--- src/design/joystick_dead_zone_scaler_macros.svh ---
// Assertion macros shared by the joystick dead-zone scaler.
// Needs signals named clk and rst in the scope where a macro is used.
`ifndef JOYSTICK_DEAD_ZONE_SCALER_MACROS_SVH
`define JOYSTICK_DEAD_ZONE_SCALER_MACROS_SVH

// The consequent must hold in the same cycle as the antecedent.
`define JDZ_ASSERT_NOW(label, ante, cons, msg) \
  label: assert property (@(posedge clk) disable iff (rst) (ante) |-> (cons)) else $error(msg);

// The consequent must hold in the cycle after the antecedent.
`define JDZ_ASSERT_NEXT(label, ante, cons, msg) \
  label: assert property (@(posedge clk) disable iff (rst) (ante) |=> (cons)) else $error(msg);

`endif

--- src/design/jdz_pkg.sv ---
// Shared types and constants of the joystick dead-zone scaler.
// No dependencies; every other design file except the macro header imports it.
package jdz_pkg;

  localparam int RawW       = 16;
  localparam int PosW       = 12;
  localparam int MultW      = 16;
  localparam int ProdW      = PosW + MultW;
  localparam int DeltaW     = 8;
  localparam int MagW       = DeltaW - 1;
  localparam int ScaleShift = 8;
  localparam int ThirdShift = 16;
  localparam int ThirdProdW = PosW + ThirdShift;
  localparam int DivSteps   = MultW;
  localparam int DivCntW    = $clog2(DivSteps);
  localparam int CfgIdxW    = 2;
  localparam int NumSlots   = 4;

  // Offset-binary conversion of the top bits of a raw sample.
  localparam logic [PosW-1:0]       PosSign    = {1'b1, {(PosW-1){1'b0}}};
  localparam logic [PosW-1:0]       PosMax     = {PosW{1'b1}};
  // 32768, the dividend of every gain.
  localparam logic [MultW-1:0]      ScaleNum   = {1'b1, {(MultW-1){1'b0}}};
  // Reciprocal of three in 16 fractional bits; exact for 12-bit ranges.
  localparam logic [ThirdShift-1:0] Third      = 16'd21846;
  localparam logic [MagW-1:0]       DeltaLimit = 7'd127;

  typedef logic [PosW-1:0]  pos_t;
  typedef logic [MultW-1:0] mult_t;

  typedef enum logic [CfgIdxW-1:0] {
    REG_X_MIN = 2'd0,
    REG_X_MAX = 2'd1,
    REG_Y_MIN = 2'd2,
    REG_Y_MAX = 2'd3
  } cfg_reg_e;

  typedef enum logic [1:0] {
    SIDE_NONE,
    SIDE_LOW,
    SIDE_HIGH
  } side_t;

  typedef struct packed {
    logic  bad;
    pos_t  lo;
    pos_t  hi;
    pos_t  tlo;
    pos_t  thi;
    mult_t mult_lo;
    mult_t mult_hi;
  } axis_cal_t;

  typedef struct packed {
    logic s1;
    logic s2;
    logic s3;
  } pipe_en_t;

endpackage

--- src/design/jdz_div.sv ---
// Radix-2 restoring divider that forms 32768 / divisor, one quotient bit a cycle.
// Depends on jdz_pkg.
module jdz_div import jdz_pkg::*; (
  input  logic  clk,
  input  logic  rst,
  input  logic  start,
  input  pos_t  divisor,
  output logic  done,
  output mult_t quot
);

  logic               active;
  logic [DivCntW-1:0] cnt;
  pos_t               rem;
  logic [PosW:0]      shifted;
  logic [PosW:0]      diff;
  logic               fits;

  // The dividend sits in the quotient register and shifts out as bits come in.
  assign shifted = {rem, quot[MultW-1]};
  assign diff    = shifted - {1'b0, divisor};
  assign fits    = shifted >= {1'b0, divisor};

  always_ff @(posedge clk) begin
    if (rst) begin
      active <= 1'b0;
      done   <= 1'b0;
    end else begin
      done <= 1'b0;
      if (start) begin
        active <= 1'b1;
        cnt    <= '0;
        rem    <= '0;
        quot   <= ScaleNum;
      end else if (active) begin
        rem  <= fits ? diff[PosW-1:0] : shifted[PosW-1:0];
        quot <= {quot[MultW-2:0], fits};
        cnt  <= cnt + 1'b1;
        if (cnt == DivCntW'(DivSteps - 1)) begin
          active <= 1'b0;
          done   <= 1'b1;
        end
      end
    end
  end

endmodule

--- src/design/jdz_cal.sv ---
// Calibration registers and the sequencer that derives thresholds and gains.
// Depends on jdz_pkg and jdz_div.
module jdz_cal import jdz_pkg::*; (
  input  logic               clk,
  input  logic               rst,
  input  logic               cfg_we,
  input  logic [CfgIdxW-1:0] cfg_index,
  input  pos_t               cfg_data,
  output axis_cal_t          cal_x,
  output axis_cal_t          cal_y,
  output logic               busy
);

  typedef enum logic [2:0] {
    ST_IDLE,
    ST_RANGE,
    ST_THRESH,
    ST_LAUNCH,
    ST_WAIT
  } state_t;

  state_t                  state;
  logic [1:0]              slot;
  pos_t                    lo [2];
  pos_t                    hi [2];
  pos_t                    rng [2];
  pos_t                    half [2];
  logic [ThirdProdW-1:0]   third_prod [2];
  logic                    bad [2];
  pos_t                    tlo [2];
  pos_t                    thi [2];
  pos_t                    gap [NumSlots];
  mult_t                   mult [NumSlots];
  pos_t                    third [2];
  logic                    div_done;
  mult_t                   div_quot;

  always_comb begin
    for (int a = 0; a < 2; a++) begin
      third[a] = third_prod[a][ThirdProdW-1 -: PosW];
    end
  end

  jdz_div u_div (
    .clk     (clk),
    .rst     (rst),
    .start   (state == ST_LAUNCH),
    .divisor (gap[slot]),
    .done    (div_done),
    .quot    (div_quot)
  );

  // Slots: 0 and 1 are the low and high gains of x, 2 and 3 those of y.
  always_ff @(posedge clk) begin
    if (rst) begin
      lo[0] <= '0;
      lo[1] <= '0;
      hi[0] <= PosMax;
      hi[1] <= PosMax;
      slot  <= '0;
      state <= ST_RANGE;
    end else if (cfg_we) begin
      case (cfg_reg_e'(cfg_index))
        REG_X_MIN: lo[0] <= cfg_data;
        REG_X_MAX: hi[0] <= cfg_data;
        REG_Y_MIN: lo[1] <= cfg_data;
        REG_Y_MAX: hi[1] <= cfg_data;
        default: ;
      endcase
      state <= ST_RANGE;
    end else begin
      case (state)
        ST_RANGE: begin
          for (int a = 0; a < 2; a++) begin
            rng[a]        <= hi[a] - lo[a];
            half[a]       <= pos_t'(hi[a] - lo[a]) >> 1;
            third_prod[a] <= ThirdProdW'(pos_t'(hi[a] - lo[a])) * ThirdProdW'(Third);
            bad[a]        <= lo[a] > hi[a];
          end
          state <= ST_THRESH;
        end
        ST_THRESH: begin
          for (int a = 0; a < 2; a++) begin
            tlo[a]     <= half[a] - third[a] + lo[a];
            thi[a]     <= half[a] + third[a] + lo[a];
            gap[2*a]   <= half[a] - third[a];
            gap[2*a+1] <= rng[a] - half[a] - third[a];
          end
          slot  <= '0;
          state <= ST_LAUNCH;
        end
        ST_LAUNCH: begin
          state <= ST_WAIT;
        end
        ST_WAIT: begin
          if (div_done) begin
            mult[slot] <= (gap[slot] == '0) ? '0 : div_quot;
            if (slot == 2'(NumSlots - 1)) begin
              state <= ST_IDLE;
            end else begin
              slot  <= slot + 1'b1;
              state <= ST_LAUNCH;
            end
          end
        end
        ST_IDLE: ;
        default: state <= ST_IDLE;
      endcase
    end
  end

  assign busy  = (state != ST_IDLE);
  assign cal_x = '{bad: bad[0], lo: lo[0], hi: hi[0], tlo: tlo[0], thi: thi[0],
                   mult_lo: mult[0], mult_hi: mult[1]};
  assign cal_y = '{bad: bad[1], lo: lo[1], hi: hi[1], tlo: tlo[1], thi: thi[1],
                   mult_lo: mult[2], mult_hi: mult[3]};

endmodule

--- src/design/jdz_axis.sv ---
// Three-stage datapath lane for one axis: classify and clamp, multiply, saturate.
// Depends on jdz_pkg; the stage enables come from the top level.
module jdz_axis import jdz_pkg::*; (
  input  logic                     clk,
  input  pipe_en_t                 en,
  input  logic                     present,
  input  logic signed [RawW-1:0]   raw,
  input  axis_cal_t                cal,
  output logic signed [DeltaW-1:0] delta
);

  pos_t              pos;
  pos_t              clamp_lo;
  pos_t              clamp_hi;
  side_t             side_c;
  pos_t              v_c;
  mult_t             mult_c;
  side_t             side1;
  pos_t              v1;
  mult_t             mult1;
  side_t             side2;
  logic [ProdW-1:0]  prod2;
  logic [MagW-1:0]   mag;

  assign pos      = present ? (raw[RawW-1 -: PosW] ^ PosSign) : '0;
  assign clamp_lo = (pos < cal.lo) ? cal.lo : pos;
  assign clamp_hi = (pos > cal.hi) ? cal.hi : pos;

  always_comb begin
    side_c = SIDE_NONE;
    v_c    = '0;
    mult_c = '0;
    if (!cal.bad) begin
      if (pos < cal.tlo) begin
        side_c = SIDE_LOW;
        v_c    = cal.tlo - clamp_lo;
        mult_c = cal.mult_lo;
      end else if (pos > cal.thi) begin
        side_c = SIDE_HIGH;
        v_c    = clamp_hi - cal.thi;
        mult_c = cal.mult_hi;
      end
    end
  end

  always_ff @(posedge clk) begin
    if (en.s1) begin
      side1 <= side_c;
      v1    <= v_c;
      mult1 <= mult_c;
    end
  end

  always_ff @(posedge clk) begin
    if (en.s2) begin
      side2 <= side1;
      prod2 <= ProdW'(v1) * ProdW'(mult1);
    end
  end

  always_comb begin
    if (prod2[ProdW-1:ScaleShift] > (ProdW - ScaleShift)'(DeltaLimit)) begin
      mag = DeltaLimit;
    end else begin
      mag = prod2[ScaleShift +: MagW];
    end
  end

  always_ff @(posedge clk) begin
    if (en.s3) begin
      case (side2)
        SIDE_LOW:  delta <= DeltaW'(0 - {1'b0, mag});
        SIDE_HIGH: delta <= {1'b0, mag};
        default:   delta <= '0;
      endcase
    end
  end

endmodule

--- src/design/joystick_dead_zone_scaler.sv ---
// Channel  | Dir | Payload (lowest bits first)
// s_*      | in  | tdata: raw_horizontal[15:0], raw_vertical[31:16]; tuser: stick_present
// m_*      | out | tdata: delta_horizontal[7:0], delta_vertical[15:8]
// cfg_*    | in  | index 0..3: x_minimum, x_maximum, y_minimum, y_maximum (12 bits)
//
// One item per cycle while s_tready is high; each item passes the classify, multiply and
// saturate stages, the last being the output register.
// After reset and after every configuration write the thresholds and gains are
// recomputed by a shared serial divider; s_tready stays low meanwhile.
// A stalled output holds the last stage and every full stage behind it; earlier stages keep filling empty slots.
// Top level of the joystick dead-zone scaler; depends on jdz_pkg, jdz_cal, jdz_axis
// and the assertion macro header.
`include "joystick_dead_zone_scaler_macros.svh"

module joystick_dead_zone_scaler import jdz_pkg::*; (
  input  logic               clk,
  input  logic               rst,
  input  logic               s_tvalid,
  output logic               s_tready,
  input  logic [31:0]        s_tdata,   // raw_horizontal, raw_vertical
  input  logic               s_tuser,   // stick_present
  output logic               m_tvalid,
  input  logic               m_tready,
  output logic [15:0]        m_tdata,   // delta_horizontal, delta_vertical
  input  logic               cfg_we,
  input  logic [CfgIdxW-1:0] cfg_index,
  input  logic [PosW-1:0]    cfg_data
);

  axis_cal_t           cal_x;
  axis_cal_t           cal_y;
  logic                cal_busy;
  pipe_en_t            en;
  logic                v1;
  logic                v2;
  logic                v3;
  logic [DeltaW-1:0]   delta_h;
  logic [DeltaW-1:0]   delta_v;

  jdz_cal u_cal (
    .clk       (clk),
    .rst       (rst),
    .cfg_we    (cfg_we),
    .cfg_index (cfg_index),
    .cfg_data  (cfg_data),
    .cal_x     (cal_x),
    .cal_y     (cal_y),
    .busy      (cal_busy)
  );

  // A stage loads when it is empty or its successor is loading.
  assign en.s3    = !v3 || m_tready;
  assign en.s2    = !v2 || en.s3;
  assign en.s1    = !v1 || en.s2;
  assign s_tready = en.s1 && !cal_busy;

  always_ff @(posedge clk) begin
    if (rst) begin
      v1 <= 1'b0;
      v2 <= 1'b0;
      v3 <= 1'b0;
    end else begin
      if (en.s1) begin
        v1 <= s_tvalid && s_tready;
      end
      if (en.s2) begin
        v2 <= v1;
      end
      if (en.s3) begin
        v3 <= v2;
      end
    end
  end

  jdz_axis u_axis_h (
    .clk     (clk),
    .en      (en),
    .present (s_tuser),
    .raw     (s_tdata[RawW-1:0]),
    .cal     (cal_x),
    .delta   (delta_h)
  );

  jdz_axis u_axis_v (
    .clk     (clk),
    .en      (en),
    .present (s_tuser),
    .raw     (s_tdata[2*RawW-1:RawW]),
    .cal     (cal_y),
    .delta   (delta_v)
  );

  assign m_tvalid = v3;
  assign m_tdata  = {delta_v, delta_h};

  `JDZ_ASSERT_NEXT(a_cfg_recalc, cfg_we, cal_busy && !s_tready, "config write did not start recalibration")
  `JDZ_ASSERT_NEXT(a_stage1_hold, v1 && !en.s2, v1, "blocked first stage lost its item")
  `JDZ_ASSERT_NOW(a_delta_range, m_tvalid, (m_tdata[7:0] != 8'h80) && (m_tdata[15:8] != 8'h80), "delta outside +-127")

endmodule
--- config.mk ---
export PLATFORM = sky130hd
export DESIGN_NAME = joystick_dead_zone_scaler
export DESIGN_NICKNAME = d
export VERILOG_FILES = /design/src/design/jdz_pkg.sv /design/src/design/jdz_div.sv /design/src/design/jdz_cal.sv /design/src/design/jdz_axis.sv /design/src/design/joystick_dead_zone_scaler.sv
export VERILOG_INCLUDE_DIRS = /design/src /design/src/design
export SDC_FILE = /design/constraint.sdc
export NUM_CORES = 2
export LEC_CHECK = 0
export BUFFER_PORTS_ARGS = -buffer_cell sky130_fd_sc_hd__buf_2
export CAP_MARGIN = 20
export CORE_MARGIN = 1.5
export CORE_UTILIZATION = 25
export CTS_CLUSTER_DIAMETER = 50
export DETAILED_ROUTE_END_ITERATION = 6
export SYNTH_ARGS = -nofsm -noshare
export SYNTH_HDL_FRONTEND = slang
export SYNTH_HIERARCHICAL = 1
export SYNTH_SLANG_ARGS = --single-unit
--- constraint.sdc ---
create_clock -name clk -period 7.9 [get_ports clk]
set_clock_uncertainty 0.05 [all_clocks]
set_input_delay 1.185 -clock clk [delete_from_list [all_inputs] [get_ports clk]]
set_output_delay 1.185 -clock clk [all_outputs]
set_load 0.005 [all_outputs]
# After elaboration in Yosys (flattened, before gate mapping)
# Memory sizes are Yosys's and may differ from the RTL's. A register that Yosys moved wholly into a read port is not among the register bits.
# Cells that the tools add are included.
dict set report totals {
  register_bits 178
  mem_bits_rw 308
  inputBits 52
  elab_cells 195
  n_memories 10
}
dict set report op_classes {
  add_sub_neg 23
  n_mul 4
  order_cmp 13
  eq_ne 15
  muxes 74
  n_bitwise 10
  reduce_logical 22
}
# name words word_bits rd rd_clocked_by_memory_dff write_ports line
set mem_list {}
lappend mem_list {u_cal.mult 4 16 4 0 1 jdz_cal.sv:33} ;# mult_t mult [NumSlots];
lappend mem_list {u_cal.third_prod 2 26 2 0 2 jdz_cal.sv:28} ;# logic [ThirdProdW-1:0] third_prod [2];
lappend mem_list {u_cal.gap 4 12 1 1 4 jdz_cal.sv:32} ;# pos_t gap [NumSlots];
lappend mem_list {u_cal.hi 2 12 2 0 2 jdz_cal.sv:25} ;# pos_t hi [2];
lappend mem_list {u_cal.lo 2 12 2 0 2 jdz_cal.sv:24} ;# pos_t lo [2];
lappend mem_list {u_cal.rng 2 12 2 0 2 jdz_cal.sv:26} ;# pos_t rng [2];
lappend mem_list {{4 more memories} -- -- -- -- -- --}
# cell count
set ops {}
lappend ops {{$mux 12} 16}
lappend ops {{$sub 12x12->12} 13}
lappend ops {{$mux 16} 6}
lappend ops {{$add 12x12->12} 6}
lappend ops {{$gt 12x12->1} 6}
lappend ops {{$mul 12x16->28} 2}
lappend ops {{$mul 12x14->26 const B} 2}
lappend ops {{$lt 12x12->1} 4}
lappend ops {{$gt 20x7->1 const B} 2}
lappend ops {{$mux 1} 37}
lappend ops {{$pmux 8 s2} 2}
lappend ops {{$sub 1x7->8 const A} 2}
lappend ops {{$pmux 3 s5} 1}
lappend ops {{$mux 2} 7}
lappend ops {{$mux 7} 2}
lappend ops {{$ge 13x12->1} 1}
lappend ops {{$logic_not 12->1} 1}
lappend ops {{$eq 2x2->1 const B} 5}
lappend ops {{$eq 2x1->1 const B} 3}
lappend ops {{$eq 3x2->1 const B} 2}
lappend ops {{$not 1->1} 6}
lappend ops {{$reduce_or 2->1} 3}
lappend ops {{$add 4x1->4 const B} 1}
lappend ops {{$eq 4x4->1 const B} 1}
lappend ops {{other kinds (18)} 30}

# Longest topological paths before layout
dict set report depth {
  ltp_word 7
  ltp_mapped 28
  depth_no_buf 28
}

# Modules after synthesis
# Netlist, hierarchy kept.
# module n_inst cells_each area_each_um2 seq_area_each_um2
set by_module_without_submodules {}
lappend by_module_without_submodules {jdz_cal 1 1688 19824.0 7767.4}
lappend by_module_without_submodules {{jdz_axis (u_axis_v)} 1 1194 10737.8 1801.7}
lappend by_module_without_submodules {{jdz_axis (u_axis_h)} 1 1178 10578.9 1801.7}
lappend by_module_without_submodules {jdz_div 1 178 2006.9 1001.0}
lappend by_module_without_submodules {joystick_dead_zone_scaler 1 13 123.9 60.1}

# Worst setup path before layout
# No wires, ideal clock.
dict set report synth_timing {
  path_kind {reg2reg}
  start {memory u_cal/lo[0][1] in the netlist's numbering}
  end {memory u_cal/third_prod[0][25] in the netlist's numbering, data pin}
  setup_time_ns 0.258
  arrival_ns 6.149
  required_ns 7.592
  slack_ns 1.443
  stages_incl_launch_ff 29
  synth_period_minus_slack_ns 6.457
  path_cell_list {edfxtp_1 -> inv_1 -> ha_1 -> nor2b_1 -> o21ai_0 -> a21boi_0 -> o21ai_0 -> a21oi_1 -> o211a_1 -> or3_1 -> ha_1 -> ha_1 -> nand2_1 -> nand2_1 -> inv_1 -> fa_1 -> inv_1 -> fa_1 -> inv_1 -> fa_1 -> inv_1 -> ha_1 -> and4_1 -> nand4_1 -> nand3b_1 -> a31oi_1 -> o2111ai_1 -> a211o_1 -> o221a_2}
}
# item line
set synth_lines {}
lappend synth_lines {{from (decl)} jdz_cal.sv:24}
lappend synth_lines {{to (decl)} jdz_cal.sv:28}

==> metrics <==
Yosys top cell by area edfxtp_1; largest net degree at the start of global routing 72; Clk pwr share 12.8%; combinational share of power between 60% and 70%; status finished, final reports clean; # diodes 0; Least-Margin Pin Slew 960 ps; Most used DFF post-synth edfxtp_1; Die W 419 um; DRT iter0 DRCs between 1500 and 2000; clock tree buffer depth 3; # IOs 70; Setup WS post-layout 580 ps; initial antenna violation count 1; Slowest-stage cell, CP fa_1; GPL Wtd Cong slightly below 0.9; CP Data Arrival Time between 7000 and 8000 ps; Sink Count roughly 420; DP Wirelength 84.4 mm; register area 12400 sq um; crit-path max cell delay approximately 570 ps; maximum VDD drop about 0.48 mV; Synth Register Bits between 400 and 500; fill count between 15000 and 20000; Mean Syn Cell Area 10.2 sq um; worst skew pair latency 650 ps; Net Sw Power approximately 9.6 mW; DRC 0; Synth cell types around 110; part of the cycle the worst path needs around 90%; asr flop ratio synth 0%; area share of the leading cell type in the synthesized netlist between 20% and 30%; synthesized area 43300 sq um; die area roughly 180000 sq um; fmax ~140 MHz; nets@finish about 5300; internal cell power between 10 and 15 mW; Hold WC Path Type register to register; Fin Setup TNS 0 ps; Setup violations, final 0; die height 419 um; # rows about 150; commonest cells in the netlist inv_1 (812), ha_1 (557), fa_1 (417); Yosys Warn Count 6; post-route minimum period 7320 ps; vias in the first global route 30438; Multi-input gate area between 20000 and 30000 sq um; post-CTS setup buffers 0; Crit path top cell by count inv_1; Hold Violations, Final 0; Synthesized Nets around 5300; register area share after synthesis 28.7%; wire per inst approximately 16 um; pwr/cell area 433 nW/um^2; Via density around 4.4; GRT Total Usage a little under an eighth; Initial Utilization around a quarter; Worst Setup End Kind register; Startpoint Class register; Worst-path clk slew roughly 60 ps; Place WS 595 ps; max-slew violation count 0; Pleak approximately 22 nW; Routed WL ~100 mm; RSZ-0062 raised after global routing no; Fin Hold WS around 400 ps; CTS tree yes; post-route ant nets 0; CTS buffer count 57; Port Buf Inserts 61; # H-tree levels 2; share of cells above drive strength 1 about 6.1%; Crit path required time approximately 8200 ps; number of synthesized flops with an enable pin ~410; first-pass GRT wire length 166 mm; layout overhead on the synthesized area 11.6%; top post-synthesis cells by area edfxtp_1 (28%), fa_1 (19%), ha_1 (16%); Clock Tree Root clkbuf_16; overall power after layout roughly 21 mW; CP Class register to register; GRT overflow 0; final core occ approximately 28%; DR pass1 iterations 5; Gate Count Post-Synth 4251; CORE AREA roughly 170000 sq um; most common cell in the synthesized netlist inv_1; hold_buf cts 0; Reg power frac 18.4%; Max Fanout on Critical Path 5; Post-CTS Resized 0; Max-cap violations 0; vias about 30000; Sw Share 45.7%; Slew HR 36.0%
## path summary, 6_finish.rpt
check	startpoint	to	slack (ps)	depth (start not counted)
worst max-delay path	u_cal/lo[0][1]$_DFFE_PP_	u_cal/third_prod[0][25]$_DFFE_PP_	580	28
worst min register to register	u_axis_v/side1[1]$_SDFFCE_PP0P_	u_axis_v/side2[1]$_DFFE_PP_	400	0
worst min-delay path	u_axis_v/side1[1]$_SDFFCE_PP0P_	u_axis_v/side2[1]$_DFFE_PP_	400	0
worst max register to register	u_cal/lo[0][1]$_DFFE_PP_	u_cal/third_prod[0][25]$_DFFE_PP_	580	28
## through the flow
step	std cells	area, sq um
finish	6660	48300
floorplan	4251	43300
global placement	6550	46300
global route	6660	48300
CTS	6658	48300
detailed placement	6551	46300
## sequential cells by signal, summed over array words and instances, names as in the netlist, 20 cells and up, named ones only
signal and flops:
u_axis_h/prod2 20, u_axis_v/prod2 20, u_cal/gap 48, u_cal/hi 24
u_cal/lo 24, u_cal/mult 64, u_cal/rng 24, u_cal/thi 24
u_cal/third_prod 22, u_cal/tlo 22
## worst max-delay path, delay by kind of cell (launching register included)
| family | cells | cell delay, ps |
|---|---|---|
| and+or+nand+nor | 7 | 1330 |
| adders and majority gates | 7 | 2710 |
| AOI/OAI and AO/OA | 9 | 2090 |
| buffers and inverters | 5 | 380 |
| DFF | 1 | 510 |
## placed cells by master (no fill, tap or decap), types with 9 or more instances in the layout
master,n
and3_1,15
or3_1,28
xor2_1,72
nand4_1,32
o31ai_1,11
nand2b_1,32
a21boi_0,11
nor4_1,14
a21o_1,62
a22o_1,50
nor2_1,176
clkbuf_16,58
o311ai_0,11
o21ai_0,110
edfxtp_1,406
xnor2_1,116
ha_1,557
o21bai_1,19
mux2_2,21
nor2b_1,54
fa_1,417
a2111oi_0,10
a31oi_1,22
a211oi_1,21
nand2_1,358
and2_1,187
a21oi_1,194
clkinv_1,9
clkbuf_1,9
o211ai_1,13
and2_4,10
dfxtp_1,12
nor3_1,52
buf_2,61
or4_1,12
mux4_1,10
buf_4,22
nand3_1,42
inv_1,812
o21a_1,28
## layer usage
layer	track usage, %	wire length [um]	vias up	share of wire [%]
met2	21.3	52000	512	50
li1	-	-	14346	-
met3	1.17	3380	130	3.2
met1	14.8	44900	14533	43
met5	0	0	-	0
met4	4.52	3900	0	3.7
## cell type report
class	count	area share, %
Multi-Input combinational cell	2927	56.8
Timing Repair Buffer	84	1.01
Sequential cell	418	25.7
Clock buffer	67	3.08
Inverter	814	6.33
Tap cell	2310	5.99
Clock inverter	40	1.04
## cell families after synthesis
| family | count (synthesis) | synth area share (%) |
|---|---|---|
| multiplexers | 40 | 1.42 |
| XOR/XNOR | 190 | 3.89 |
| AND/OR/NAND/NOR | 1065 | 12.3 |
| flip-flops | 418 | 28.7 |
| adder cells (fa/ha/maj) | 974 | 35.4 |
| buffers and inverters | 906 | 7.96 |
| AO/OA/AOI/OAI | 658 | 10.3 |
## power by group through the flow
stage	sequential [mW]	combinational [mW]	clock, mW
after global placement	3.88	14.2	0
after floorplan	3.62	11.3	0
after detailed placement	3.89	14.4	0
after CTS	3.84	14.6	2.76
final	3.84	14.4	2.68
after global routing	3.87	16.6	2.84
No activity file was read; power rests on OpenSTA's default activity.
